==> src/rtl/assert_macros.svh <==
// ----------------------------------------------------------------------------
// assert_macros.svh
// assertion macros shared by the bar width decoder modules
// ----------------------------------------------------------------------------
`ifndef ASSERT_MACROS_SVH
`define ASSERT_MACROS_SVH

`ifndef SYNTH

// property must hold on every clock edge out of reset
`define SBWD_ASSERT(lbl, clk, rstn, prop, msg) \
    lbl: assert property (@(posedge clk) disable iff (!rstn) (prop)) else $error(msg);

// condition must never be seen on a clock edge out of reset
`define SBWD_NEVER(lbl, clk, rstn, cond, msg) \
    lbl: assert property (@(posedge clk) disable iff (!rstn) !(cond)) else $error(msg);

`else

`define SBWD_ASSERT(lbl, clk, rstn, prop, msg)

`define SBWD_NEVER(lbl, clk, rstn, cond, msg)

`endif

`endif

==> src/rtl/sbwd_pkg.sv <==
// ----------------------------------------------------------------------------
// sbwd_pkg
// shared types and constants of the scanline bar width decoder
// ----------------------------------------------------------------------------
package sbwd_pkg;

    localparam int MAX_LINE_BYTES = 2047;
    localparam int LOOKAHEAD      = 3;

    localparam int PIX_W = 8;
    localparam int RUN_W = 11;

    // run counter saturation point
    localparam int RUN_CAP_I = (MAX_LINE_BYTES < 2047) ? MAX_LINE_BYTES : 2047;
    localparam logic [RUN_W-1:0] RUN_CAP = RUN_W'(RUN_CAP_I);

    // register reset values
    localparam logic [PIX_W-1:0] DARK_RST   = 8'd100;
    localparam logic [PIX_W-1:0] NEAR_RST   = 8'd80;
    localparam logic [RUN_W-1:0] MINRUN_RST = 11'd10;

    localparam int APB_AW = 4;
    localparam int APB_DW = 32;

    // result queue depth in entries (one entry per input byte with results)
    localparam int OQ_DEPTH_DFLT = 4;

    typedef enum logic [1:0] {
        REG_DARK   = 2'd0,
        REG_NEAR   = 2'd1,
        REG_MINRUN = 2'd2
    } reg_idx_t;

    typedef struct packed {
        logic [PIX_W-1:0] dark_level;
        logic [PIX_W-1:0] near_dark_level;
        logic [RUN_W-1:0] min_run_length;
    } cfg_t;

    // results of one byte: one or two bits
    typedef struct packed {
        logic push;
        logic two;
        logic bit0;
        logic bit1;
    } res_t;

endpackage

==> src/rtl/scanline_bar_width_decoder_top.sv <==
// ----------------------------------------------------------------------------
// scanline_bar_width_decoder_top
// scanline bar width decoder: dark run lengths to narrow/wide bar bits
//
//  port group | dir | tdata / tuser / tlast          | meaning
//  s_*        | in  | tdata[7:0] pixel_byte, tlast  | scanline bytes, tlast = line_end
//  m_*        | out | tdata[0] bit_value, tlast     | decoded bits, tlast = last_of_run
//  apb        | cfg | 0x0 dark, 0x4 near-dark, 0x8 min run | threshold registers
//
//  one byte per cycle while the result queue has room; a byte goes through the input register and
//  its results are then written into the result queue
//  a byte giving two bits needs two output beats; the input stalls only when
//  the result queue holds more than OQ_DEPTH-2 entries
//  aresetn clears thresholds to their defaults and all line state; no
//  clearing pass, the block takes beats right after reset
// ----------------------------------------------------------------------------
module scanline_bar_width_decoder_top
    import sbwd_pkg::*;
#(
    parameter int OQ_DEPTH = OQ_DEPTH_DFLT
) (
    input  logic              aclk,
    input  logic              aresetn,

    // input stream
    input  logic              s_tvalid,
    output logic              s_tready,
    input  logic [7:0]        s_tdata,   // [7:0] pixel_byte
    input  logic              s_tlast,   // line_end

    // result stream
    output logic              m_tvalid,
    input  logic              m_tready,
    output logic [7:0]        m_tdata,   // [0] bit_value, [7:1] zero
    output logic              m_tlast,   // last_of_run

    // configuration
    input  logic              psel,
    input  logic              penable,
    input  logic              pwrite,
    input  logic [APB_AW-1:0] paddr,
    input  logic [APB_DW-1:0] pwdata,
    output logic [APB_DW-1:0] prdata,
    output logic              pready
);

    cfg_t cfg;
    res_t res;
    logic room;
    logic s_acc;
    logic m_bit;

    // input is taken while the queue can absorb the byte in flight and this one
    assign s_tready = room;
    assign s_acc    = s_tvalid && s_tready;

    sbwd_cfg u_cfg (
        .aclk    (aclk),
        .aresetn (aresetn),
        .psel    (psel),
        .penable (penable),
        .pwrite  (pwrite),
        .paddr   (paddr),
        .pwdata  (pwdata),
        .prdata  (prdata),
        .pready  (pready),
        .cfg     (cfg)
    );

    // window, run counter and bit decision
    sbwd_core u_core (
        .aclk    (aclk),
        .aresetn (aresetn),
        .cfg     (cfg),
        .in_acc  (s_acc),
        .in_pix  (s_tdata),
        .in_last (s_tlast),
        .res     (res)
    );

    // result queue, pairs are split into two beats
    sbwd_outq #(
        .DEPTH (OQ_DEPTH)
    ) u_outq (
        .aclk    (aclk),
        .aresetn (aresetn),
        .res     (res),
        .room    (room),
        .m_valid (m_tvalid),
        .m_ready (m_tready),
        .m_bit   (m_bit),
        .m_last  (m_tlast)
    );

    assign m_tdata = {7'b0000000, m_bit};

endmodule

==> src/rtl/sbwd_cfg.sv <==
// ----------------------------------------------------------------------------
// sbwd_cfg
// apb register file: dark level, near-dark level, minimum run length
// ----------------------------------------------------------------------------
module sbwd_cfg
    import sbwd_pkg::*;
(
    input  logic              aclk,
    input  logic              aresetn,
    input  logic              psel,
    input  logic              penable,
    input  logic              pwrite,
    input  logic [APB_AW-1:0] paddr,
    input  logic [APB_DW-1:0] pwdata,
    output logic [APB_DW-1:0] prdata,
    output logic              pready,
    output cfg_t              cfg
);

    cfg_t     cfg_reg;
    cfg_t     cfg_next;
    reg_idx_t idx;
    logic     wr_en;

    assign pready = 1'b1;
    assign idx    = reg_idx_t'(paddr[3:2]);
    assign wr_en  = psel && penable && pwrite && pready;

    always_comb begin
        cfg_next = cfg_reg;
        if (wr_en) begin
            case (idx)
                REG_DARK:   cfg_next.dark_level      = pwdata[PIX_W-1:0];
                REG_NEAR:   cfg_next.near_dark_level = pwdata[PIX_W-1:0];
                REG_MINRUN: cfg_next.min_run_length  = pwdata[RUN_W-1:0];
                default:    cfg_next = cfg_reg;
            endcase
        end
    end

    always_comb begin
        case (idx)
            REG_DARK:   prdata = APB_DW'(cfg_reg.dark_level);
            REG_NEAR:   prdata = APB_DW'(cfg_reg.near_dark_level);
            REG_MINRUN: prdata = APB_DW'(cfg_reg.min_run_length);
            default:    prdata = '0;
        endcase
    end

    always_ff @(posedge aclk) begin
        if (!aresetn) begin
            cfg_reg.dark_level      <= DARK_RST;
            cfg_reg.near_dark_level <= NEAR_RST;
            cfg_reg.min_run_length  <= MINRUN_RST;
        end else begin
            cfg_reg <= cfg_next;
        end
    end

    assign cfg = cfg_reg;

endmodule

==> src/rtl/sbwd_core.sv <==
// ----------------------------------------------------------------------------
// sbwd_core
// input register, lookahead window, run counter and bit decision
// ----------------------------------------------------------------------------
`include "assert_macros.svh"

module sbwd_core
    import sbwd_pkg::*;
(
    input  logic             aclk,
    input  logic             aresetn,
    input  cfg_t             cfg,
    input  logic             in_acc,
    input  logic [PIX_W-1:0] in_pix,
    input  logic             in_last,
    output res_t             res
);

    localparam logic [1:0] WIN_FULL = 2'(LOOKAHEAD);

    logic             in_vld_reg;
    logic [PIX_W-1:0] in_pix_reg;
    logic             in_last_reg;

    logic [PIX_W-1:0] win_reg [LOOKAHEAD];
    logic [PIX_W-1:0] win_next [LOOKAHEAD];
    logic [1:0]       fill_reg, fill_next;
    logic [RUN_W-1:0] run_len_reg, run_len_next;
    logic [RUN_W-1:0] ref_len_reg, ref_len_next;
    logic             have_ref_reg, have_ref_next;
    logic             run_active_reg, run_active_next;

    logic             full;
    logic             dark_full;
    logic [RUN_W-1:0] r1, r2, ref1;
    logic             a1, have1;
    logic             e1, e2;
    logic [1:0]       j1, j2;
    logic             v1, v2;

    function automatic logic [RUN_W-1:0] sat_inc(input logic [RUN_W-1:0] r);
        sat_inc = (r < RUN_CAP) ? r + 1'b1 : r;
    endfunction

    // {valid, bit} for a finished run against the reference
    function automatic logic [1:0] judge(input logic have, input logic [RUN_W-1:0] rl,
                                         input logic [RUN_W-1:0] r);
        logic [RUN_W+1:0] ref3;
        logic [RUN_W+1:0] r2x;
        logic [RUN_W+2:0] r5;
        ref3 = {2'b00, rl} + {1'b0, rl, 1'b0};
        r2x  = {1'b0, r, 1'b0};
        r5   = {3'b000, r} + {1'b0, r, 2'b00};
        if (!have) begin
            judge = 2'b10;
        end else if (r2x > ref3) begin
            judge = 2'b11;
        end else if (r5 >= {1'b0, ref3}) begin
            judge = 2'b10;
        end else begin
            judge = 2'b00;
        end
    endfunction

    always_comb begin
        full      = (fill_reg == WIN_FULL);
        dark_full = (win_reg[0] <= cfg.dark_level)
                 || (win_reg[1] <= cfg.near_dark_level)
                 || (win_reg[2] <= cfg.near_dark_level)
                 || (in_pix_reg <= cfg.near_dark_level);

        // decision on the oldest byte once the window is full
        r1 = run_len_reg;
        a1 = run_active_reg;
        e1 = 1'b0;
        if (full) begin
            if (dark_full) begin
                r1 = sat_inc(run_len_reg);
                a1 = 1'b1;
            end else begin
                a1 = 1'b0;
            end
            e1 = (r1 > cfg.min_run_length) && !a1;
        end
        // the ending run is judged at its full length before it clears
        j1    = judge(have_ref_reg, ref_len_reg, r1);
        v1    = e1 && j1[1];
        have1 = have_ref_reg || e1;
        ref1  = (e1 && !have_ref_reg) ? r1 : ref_len_reg;
        if (full && !a1) begin
            r1 = '0;
        end

        // window update
        for (int k = 0; k < LOOKAHEAD; k++) begin
            win_next[k] = win_reg[k];
        end
        fill_next = fill_reg;
        case (fill_reg)
            2'd0: begin
                win_next[0] = in_pix_reg;
                fill_next   = 2'd1;
            end
            2'd1: begin
                win_next[1] = in_pix_reg;
                fill_next   = 2'd2;
            end
            2'd2: begin
                win_next[2] = in_pix_reg;
                fill_next   = WIN_FULL;
            end
            default: begin
                win_next[0] = win_reg[1];
                win_next[1] = win_reg[2];
                win_next[2] = in_pix_reg;
            end
        endcase

        // line tail: remaining bytes decided without lookahead
        r2 = r1;
        for (int k = 0; k < LOOKAHEAD; k++) begin
            if (2'(k) < fill_next) begin
                if ((win_next[k] <= cfg.dark_level) || (r2 != '0)) begin
                    r2 = sat_inc(r2);
                end
            end
        end
        e2 = in_last_reg && (r2 > cfg.min_run_length);
        j2 = judge(have1, ref1, r2);
        v2 = e2 && j2[1];

        res.push = in_vld_reg && (v1 || v2);
        res.two  = v1 && v2;
        res.bit0 = v1 ? j1[0] : j2[0];
        res.bit1 = j2[0];

        // state update
        run_len_next    = run_len_reg;
        ref_len_next    = ref_len_reg;
        have_ref_next   = have_ref_reg;
        run_active_next = run_active_reg;
        if (in_vld_reg) begin
            if (in_last_reg) begin
                for (int k = 0; k < LOOKAHEAD; k++) begin
                    win_next[k] = '0;
                end
                fill_next       = 2'd0;
                run_len_next    = '0;
                ref_len_next    = '0;
                have_ref_next   = 1'b0;
                run_active_next = 1'b1;
            end else begin
                run_len_next    = r1;
                ref_len_next    = ref1;
                have_ref_next   = have1;
                run_active_next = a1;
            end
        end else begin
            for (int k = 0; k < LOOKAHEAD; k++) begin
                win_next[k] = win_reg[k];
            end
            fill_next = fill_reg;
        end
    end

    always_ff @(posedge aclk) begin
        in_pix_reg  <= in_pix;
        in_last_reg <= in_last;
    end

    always_ff @(posedge aclk) begin
        if (!aresetn) begin
            in_vld_reg     <= 1'b0;
            fill_reg       <= 2'd0;
            run_len_reg    <= '0;
            ref_len_reg    <= '0;
            have_ref_reg   <= 1'b0;
            run_active_reg <= 1'b1;
            for (int k = 0; k < LOOKAHEAD; k++) begin
                win_reg[k] <= '0;
            end
        end else begin
            in_vld_reg     <= in_acc;
            fill_reg       <= fill_next;
            run_len_reg    <= run_len_next;
            ref_len_reg    <= ref_len_next;
            have_ref_reg   <= have_ref_next;
            run_active_reg <= run_active_next;
            for (int k = 0; k < LOOKAHEAD; k++) begin
                win_reg[k] <= win_next[k];
            end
        end
    end

    `SBWD_ASSERT(a_line_clears, aclk, aresetn, in_vld_reg && in_last_reg |=> fill_reg == 2'd0 && run_len_reg == '0, "line end left state behind")
    `SBWD_ASSERT(a_lit_no_run, aclk, aresetn, !run_active_reg |-> run_len_reg == '0, "run kept after lit byte")
    `SBWD_ASSERT(a_push_src, aclk, aresetn, res.push |-> fill_reg == WIN_FULL || in_last_reg, "result before window full")

endmodule

==> src/rtl/sbwd_outq.sv <==
// ----------------------------------------------------------------------------
// sbwd_outq
// result queue: one entry per byte with results, unpacked into beats
// ----------------------------------------------------------------------------
`include "assert_macros.svh"

module sbwd_outq
    import sbwd_pkg::*;
#(
    parameter int DEPTH = OQ_DEPTH_DFLT
) (
    input  logic aclk,
    input  logic aresetn,
    input  res_t res,
    output logic room,
    output logic m_valid,
    input  logic m_ready,
    output logic m_bit,
    output logic m_last
);

    localparam int PTR_W = (DEPTH > 1) ? $clog2(DEPTH) : 1;
    localparam int CNT_W = $clog2(DEPTH + 1);
    localparam logic [PTR_W-1:0] PTR_LAST = PTR_W'(DEPTH - 1);
    localparam logic [CNT_W-1:0] CNT_FULL = CNT_W'(DEPTH);
    localparam logic [CNT_W-1:0] CNT_ROOM = CNT_W'(DEPTH - 2);

    // entry: {two, bit0, bit1}
    logic [2:0]       ent_reg [DEPTH];
    logic [PTR_W-1:0] wr_ptr_reg, wr_ptr_next;
    logic [PTR_W-1:0] rd_ptr_reg, rd_ptr_next;
    logic [CNT_W-1:0] count_reg, count_next;
    logic             sub_reg, sub_next;
    logic [2:0]       head;
    logic             head_two;
    logic             beat;
    logic             pop;

    assign head     = ent_reg[rd_ptr_reg];
    assign head_two = head[2];
    assign m_valid  = (count_reg != '0);
    assign m_bit    = sub_reg ? head[0] : head[1];
    assign m_last   = !head_two || sub_reg;
    assign beat     = m_valid && m_ready;
    assign pop      = beat && m_last;
    // an item in the input register may still push one entry
    assign room     = (count_reg <= CNT_ROOM);

    always_comb begin
        wr_ptr_next = wr_ptr_reg;
        rd_ptr_next = rd_ptr_reg;
        count_next  = count_reg;
        sub_next    = sub_reg;
        if (res.push) begin
            wr_ptr_next = (wr_ptr_reg == PTR_LAST) ? '0 : wr_ptr_reg + 1'b1;
        end
        if (pop) begin
            rd_ptr_next = (rd_ptr_reg == PTR_LAST) ? '0 : rd_ptr_reg + 1'b1;
        end
        if (beat) begin
            sub_next = !m_last;
        end
        case ({res.push, pop})
            2'b10:   count_next = count_reg + 1'b1;
            2'b01:   count_next = count_reg - 1'b1;
            default: count_next = count_reg;
        endcase
    end

    always_ff @(posedge aclk) begin
        if (res.push) begin
            ent_reg[wr_ptr_reg] <= {res.two, res.bit0, res.bit1};
        end
    end

    always_ff @(posedge aclk) begin
        if (!aresetn) begin
            wr_ptr_reg <= '0;
            rd_ptr_reg <= '0;
            count_reg  <= '0;
            sub_reg    <= 1'b0;
        end else begin
            wr_ptr_reg <= wr_ptr_next;
            rd_ptr_reg <= rd_ptr_next;
            count_reg  <= count_next;
            sub_reg    <= sub_next;
        end
    end

    `SBWD_ASSERT(a_count_range, aclk, aresetn, count_reg <= CNT_FULL, "queue count out of range")
    `SBWD_NEVER(a_no_overflow, aclk, aresetn, res.push && count_reg == CNT_FULL && !pop, "push into full queue")
    `SBWD_ASSERT(a_sub_two, aclk, aresetn, sub_reg |-> m_valid && head_two, "second beat without pair entry")

endmodule
==> config.mk <==
export PLATFORM = sky130hd
export DESIGN_NAME = scanline_bar_width_decoder_top
export DESIGN_NICKNAME = d
export VERILOG_FILES = /design/src/rtl/sbwd_pkg.sv /design/src/rtl/scanline_bar_width_decoder_top.sv /design/src/rtl/sbwd_cfg.sv /design/src/rtl/sbwd_core.sv /design/src/rtl/sbwd_outq.sv
export VERILOG_INCLUDE_DIRS = /design/src /design/src/rtl
export SDC_FILE = /design/constraint.sdc
export NUM_CORES = 1
export LEC_CHECK = 0
export BUFFER_PORTS_ARGS = -buffer_cell sky130_fd_sc_hd__buf_4
export CAP_MARGIN = 20
export CORE_AREA = 2 2 201 203
export DETAILED_ROUTE_END_ITERATION = 10
export DIE_AREA = 0 0 203 205
export GPL_ROUTABILITY_DRIVEN = 0
export PLACE_DENSITY = 0.45
export REMOVE_ABC_BUFFERS = 1
export SYNTH_ARGS = -nofsm -noshare
export SYNTH_HDL_FRONTEND = slang
export SYNTH_SLANG_ARGS = --single-unit
==> constraint.sdc <==
create_clock -name aclk -period 16.44 [get_ports aclk]
set_input_delay 0.822 -clock aclk [delete_from_list [all_inputs] [get_ports aclk]]
set_output_delay 0.822 -clock aclk [all_outputs]
set_load 0.005 [all_outputs]
Word-level counts from Yosys, hierarchy flattened
Memory sizes are Yosys's and may differ from the RTL's. A register that Yosys moved wholly into a read port is not among the register bits.
Cells that the tools add are included.
W data, S select, Z words.
- flip-flop bits (word level): 71
- RAM bits: 36
- input bits: 52
- memories: 2
- memory list (memory ; words ; width ; rd ports ; clocked after memory_dff ; wr ports ; RTL line ; text):
    u_core.win_reg ; 3 ; 8 ; 3 ; 0 ; 3 ; sbwd_core.sv:25 ; logic [PIX_W-1:0] win_reg [LOOKAHEAD];
    u_outq.ent_reg ; 4 ; 3 ; 1 ; 1 ; 1 ; sbwd_outq.sv:29 ; logic [2:0] ent_reg [DEPTH];
- add/sub/neg operators: 12
- order comparisons: 21
- equal/unequal tests: 9
- muxes and demuxes: 51
- bitwise logic cells: 3
- reductions and logical operators: 40
- operator list (cell ; number):
    $mux W11 ; 17
    $le A8 B8 Y1 ; 7
    $mux W24 ; 2
    $add A11 B1 Y11 const B ; 4
    $lt A11 B11 Y1 const B ; 4
    $pmux W11 S3 ; 1
    $reduce_bool A11 Y1 ; 3
    $mux W8 ; 4
    $pmux W8 S2 ; 2
    $add A11 B13 Y14 ; 2
    $ge A14 B13 Y1 ; 2
    $add A11 B12 Y13 ; 2
    $gt A12 B13 Y1 ; 2
    $gt A11 B11 Y1 ; 2
    $mux W2 ; 11
    $logic_and A1 B1 Y1 ; 13
    $eq A2 B2 Y1 const B ; 6
    $mux W1 ; 12
    $logic_or A1 B1 Y1 ; 9
    $eq A2 B1 Y1 const B ; 3
    $pmux W2 S3 ; 1
    $pmux W3 S2 ; 1
    $reduce_and A2 Y1 ; 3
    $reduce_or A2 Y1 ; 3
    11 further kinds ; 20

Depth between registers and ports, before layout
An unclocked memory read counts as a cell.
- depth after elaboration: 33
- mapped depth: 59
- depth with buffers taken out: 54

Cells and area by module
Synthesis repeated with hierarchy kept, for this count alone.
- cell total of the unflattened synthesis: 1460
- area, all modules: 11955.2 sq um
- by module, submodules not included (module ; times used ; cells an instance ; area an instance (sq um) ; sequential area each (sq um)):
    sbwd_core ; 1 ; 1207 ; 9387.8 ; 1181.1
    sbwd_cfg ; 1 ; 167 ; 1473.9 ; 540.5
    sbwd_outq ; 1 ; 76 ; 1023.5 ; 560.5
    scanline_bar_width_decoder_top ; 1 ; 10 ; 70.1 ; 0.0

Worst setup path before layout
OpenSTA, ideal clock, no wires.
- path kind: register to register
- start: register u_core.fill_reg[0]
- end: register u_outq.count_reg[2]
- library setup time: 76 ps
- arrival time: 11362 ps
- slack: 5002 ps
- stages on the path, launching flop included: 59
- buffers on the path: 6
- period minus slack after synthesis: 11438 ps
- cell sequence: dfxtp_1 -> ha_1 -> buf_2 -> buf_1 -> clkbuf_1 -> clkbuf_1 -> clkbuf_1 -> a221o_1 -> o21ai_0 -> ha_1 -> nand3b_1 -> a21boi_0 -> o21ai_0 -> a21oi_1 -> o31ai_1 -> a221o_1 -> and2_4 -> nor2b_1 -> (+23 left out) -> a21o_1 -> a21o_1 -> a21o_1 -> a21o_1 -> a21o_1 -> a21o_1 -> a21o_1 -> a21o_1 -> a21o_1 -> a221o_1 -> or3_1 -> o221ai_4 -> ha_1 -> inv_1 -> fa_1 -> xor2_1 -> or3_1 -> a21boi_0
- word-level cells in the longest chain between the ends: 27
- elaborated cells on any way between the ends: 70
- RTL lines (item ; RTL line ; text):
    start: declaration ; sbwd_core.sv:27 ; logic [1:0] fill_reg, fill_next;
    start signal: assignment ; sbwd_core.sv:184 ; fill_reg <= fill_next;
    $eq A2 B2 Y1 ; sbwd_core.sv:66 ; full = (fill_reg == WIN_FULL);
    $mux W1 ; sbwd_core.sv:76 ; if (full) begin
    $logic_not A1 Y1 ; sbwd_core.sv:90 ; if (full && !a1) begin
    $logic_and A1 B1 Y1 ; sbwd_core.sv:90 ;
    $mux W11 ; sbwd_core.sv:90 ;
    $add A11 B1 Y11 (tied with other cells) ; sbwd_core.sv:42 ; sat_inc = (r < RUN_CAP) ? r + 1'b1 : r;
    $mux W11 or $logic_or A1 B1 Y1 (tied branches) ; sbwd_core.sv:42, sbwd_core.sv:123 ;
    $mux W11 ; sbwd_core.sv:123 ; if ((win_next[k] <= cfg.dark_level) || (r2 != '0)) begin
    (+11 left out) ; - ;
    $mux W2 ; sbwd_core.sv:58 ; end else if (r5 >= {1'b0, ref3}) begin
    $mux W2 ; sbwd_core.sv:56 ; end else if (r2x > ref3) begin
    $mux W2 ; sbwd_core.sv:54 ; if (!have) begin
    $logic_and A1 B1 Y1 ; sbwd_core.sv:130 ; v2 = e2 && j2[1];
    $logic_or A1 B1 Y1 (*) ; sbwd_core.sv:132 ; res.push = in_vld_reg && (v1 || v2);
    $logic_and A1 B1 Y1 (*) ; sbwd_core.sv:132 ;
    $eq A2 B1 Y1 or $eq A2 B2 Y1 (tied branches) ; sbwd_outq.sv:63 ; case ({res.push, pop})
    $pmux W3 S2 or $reduce_bool A2 Y1 (tied branches) ; - ;
    end signal: assignment ; sbwd_outq.sv:85 ; count_reg <= count_next;
    end: declaration ; sbwd_outq.sv:32 ; logic [CNT_W-1:0] count_reg, count_next;
Mark *: on every way between the ends. The rest lies on a longest branch, timed or not.
A chain may end at the register's enable or synchronous reset.

Final worst setup path
Same ends and word-level chain as after synthesis.

==> flow_summary.yaml <==
yosys:
  synth.lib_cells_used.distinct: 90
  dominant_synthesized_flop_cell: "sky130_fd_sc_hd__dfxtp_1"
  synth.avg_cell_area_um2: 8.20
  synth_cells: 1428
  synth_top_area_cell: "sky130_fd_sc_hd__ha_1"
  yosys_warns: 0
  async_set_or_reset_flop_fraction_in_the_synthesized_netlist_pct: 0
  synth_enable_flop_cells: 12
  area_share_of_the_largest_cell_type_after_synthesis_pct: 19.3
  syn_area_um2: 11700
  synth.area.top_cells: "sky130_fd_sc_hd__ha_1 (19%), sky130_fd_sc_hd__dfxtp_1 (16%), sky130_fd_sc_hd__a21oi_1 (3.8%), sky130_fd_sc_hd__nor2b_1 (3.7%), sky130_fd_sc_hd__nand2_1 (3.3%)"
  synth.yosys.seq_area_share_pct: 19.5
  synth_seq_cells: 108
timing:
  layout_worst_path_cycle_share_pct: 78.7
  timing.max_slew.rel_slack_pct: 35.0
  setup_slack_ns: 3.50
  fin_skew_ns: 0.0129
  timing.final.hold_violations: 0
  rsz_0062_raised_after_global_routing: "false"
  tightest_slew_ns: 0.970
  final-max-slew-violation-count: 0
  setup_total_negative_slack_ns: 0
  fmax_mhz: 77.3
  layout_min_cycle_time_ns: 12.94
  finalSetupViolations: 0
final_layout:
  syn_to_final_growth_pct: 8.43
  drive_gt1_share_pct: 9.14
  num_antenna_cells: 0
  largest_reg_flops: 27
  layout.nets: 1666
drt:
  antenna_left: 0
  via_per_inst: 5.29
  wl_per_cell_um: 18.8
  vias: 10363
  drt_iter0_markers: 604
  drc: 0
  finalWirelength_mm: 36.7
  drtPass1Iterations: 4
floorplanning:
  num_rows: 73
  floorplan_core_area_um2: 39400
  die_outline_height_um: 205
  boundaryPins: 96
  fp.dieArea_um2: 41600
  initial_cell_density_of_the_core_pct: 29.8
  die_w_um: 203
clocking:
  cts_tree: "built"
  clk_pin_slew_worst_paths_ns: 0.09
  cts_buffers: 9
  post_cts_resize_count: 0
  clock_sink_total: 108
  hold_fix_buffers_cts: 0
  cts_root_buf: "sky130_fd_sc_hd__clkbuf_16"
  setup_buffers_after_cts: 0
  clockBufferDepth: 2
  worstSkewPairLatency_ns: 0.38
  htree_num_levels: 3
power:
  highest_ir_drop_seen_on_vdd_mv: 0.0417
  leakagePower_uw: 0.00526
  power.density_nw_per_um2: 47.2
global_route:
  via_count_of_the_first_global_routing_pass: 10001
  grt_antenna_before_repair: 0
  globalRouteTotalUtil_pct: 17.8
  grt_pass1_wl_mm: 57.6
  grt.overflow.total: 0
  pin_count_of_the_biggest_net_entering_global_routing: 88
worst_setup_path:
  setup_crit_path_kind: "reg2reg"
  maximum_fanout_encountered_on_the_critical_timing_path: 73
  crit_path_end_kind: "register"
  worst-endpoint-arrival_ns: 13.24
  timing.critical_path.slowest_stage_cell: "sky130_fd_sc_hd__o41ai_4"
  slowest_delay_ns: 0.66
  setup.worst_path.start_class: "register"
  crit_required_ns: 16.74
  worst-r2r-cell-count: 53
  timing.critical_path.mode_cell: "sky130_fd_sc_hd__a21o_1"
worst_hold_path:
  min-delay-path-class: "reg2reg"
  hold_path_depth: 2
place:
  hpwl_mm: 27.9
  placement.io_buffers: 43
  place_ws_ns: 3.52
run:
  reported_max_cap_violation_count: 0
status:
  run_status: "finished, final reports clean"
[worst paths after layout]
| path | from | end | slack, ns |
|---|---|---|---|
| setup / recovery | u_core.fill_reg[0] | u_outq.count_reg[2] | 3.50 |
| setup reg to reg | u_core.fill_reg[0] | u_outq.count_reg[2] | 3.50 |
| hold / removal | u_cfg.cfg[8] | u_cfg.cfg[8] | 0.48 |
| hold reg to reg | u_cfg.cfg[8] | u_cfg.cfg[8] | 0.48 |
[power breakdown]
part	internal [uW]	switching [uW]
Sequential	269	5.21
Combinational	42.6	53.4
Clock	107	124
Total	418	182
[synthesized netlist by cell type (29+ instances only)]
library cell,number
sky130_fd_sc_hd__ha_1,181
sky130_fd_sc_hd__nand2_1,104
sky130_fd_sc_hd__dfxtp_1,96
sky130_fd_sc_hd__inv_1,92
sky130_fd_sc_hd__a21oi_1,88
sky130_fd_sc_hd__o21ai_0,76
sky130_fd_sc_hd__nor2b_1,69
sky130_fd_sc_hd__nor2_1,60
sky130_fd_sc_hd__a21o_1,43
sky130_fd_sc_hd__a22oi_1,43
sky130_fd_sc_hd__xnor2_1,43
sky130_fd_sc_hd__clkbuf_1,42
sky130_fd_sc_hd__buf_4,34
sky130_fd_sc_hd__mux2i_1,33
sky130_fd_sc_hd__and2_1,31
sky130_fd_sc_hd__nand4_1,29
[metal layers]
metal | up-vias | global-route usage (%) | routed length, um
li1 | 5156 | - | -
met3 | 52 | 2.51 | 1310
met5 | - | 0 | 0
met2 | 203 | 29.3 | 16900
met1 | 4952 | 23.7 | 17500
met4 | 0 | 6.33 | 1090
[stage by stage]
step           utilization [%]  total power (uW)  instance area, um^2  cells  hold WS, ns
3_5_place_dp              31.6               376                12400   1942        0.478
3_3_place_gp              31.6               375                12400   1942        0.471
4_1_cts                   32.3               611                12700   1958        0.488
5_1_grt                   32.3               628                12700   1958        0.521
6_report                  32.3               600                12700   1958        0.483
2_1_floorplan                -               341                11300   1363        0.452
[logic make-up after synthesis]
kind of cell | after synthesis | synth area share, %
other cells | 2 | 0.0641
compound gates | 422 | 24.8
buf+inv | 187 | 7.18
xor+xnor | 60 | 4.49
simple gates | 405 | 18.2
flops | 108 | 19.5
fa+ha+maj | 186 | 20.2
mux | 58 | 5.54
[layout make-up]
type	count	area, um^2
Inverter	95	357
Timing Repair Buffer	54	405
Sequential cell	108	2280
Clock buffer	10	229
Tap cell	525	657
Clock inverter	6	53.8
Multi-Input combinational cell	1160	8720
Fill cell	4203	26700
[cell usage in the layout (no fill, tap or decap), types with 21 or more instances in the layout]
cell type,n
sky130_fd_sc_hd__mux2_2,21
sky130_fd_sc_hd__mux2i_1,33
sky130_fd_sc_hd__o22ai_1,24
sky130_fd_sc_hd__nand4_1,29
sky130_fd_sc_hd__nand2b_1,21
sky130_fd_sc_hd__o21ai_0,76
sky130_fd_sc_hd__and2_1,31
sky130_fd_sc_hd__xnor2_1,43
sky130_fd_sc_hd__buf_4,54
sky130_fd_sc_hd__a21o_1,43
sky130_fd_sc_hd__ha_1,180
sky130_fd_sc_hd__nand2_1,104
sky130_fd_sc_hd__nor2b_1,69
sky130_fd_sc_hd__nor2_1,59
sky130_fd_sc_hd__dfxtp_1,96
sky130_fd_sc_hd__a21oi_1,88
sky130_fd_sc_hd__inv_1,92
sky130_fd_sc_hd__conb_1,29
sky130_fd_sc_hd__a22oi_1,43
[critical path: cells and delay by family (launching register included)]
kind,cells,cell delay (ns)
fa+ha+maj,9,2.59
flops,1,0.43
compound gates,25,5.54
simple gates,10,2.10
xor+xnor,3,0.87
buf+inv,6,1.27
Note: power is estimated with default switching activity, not from simulation.
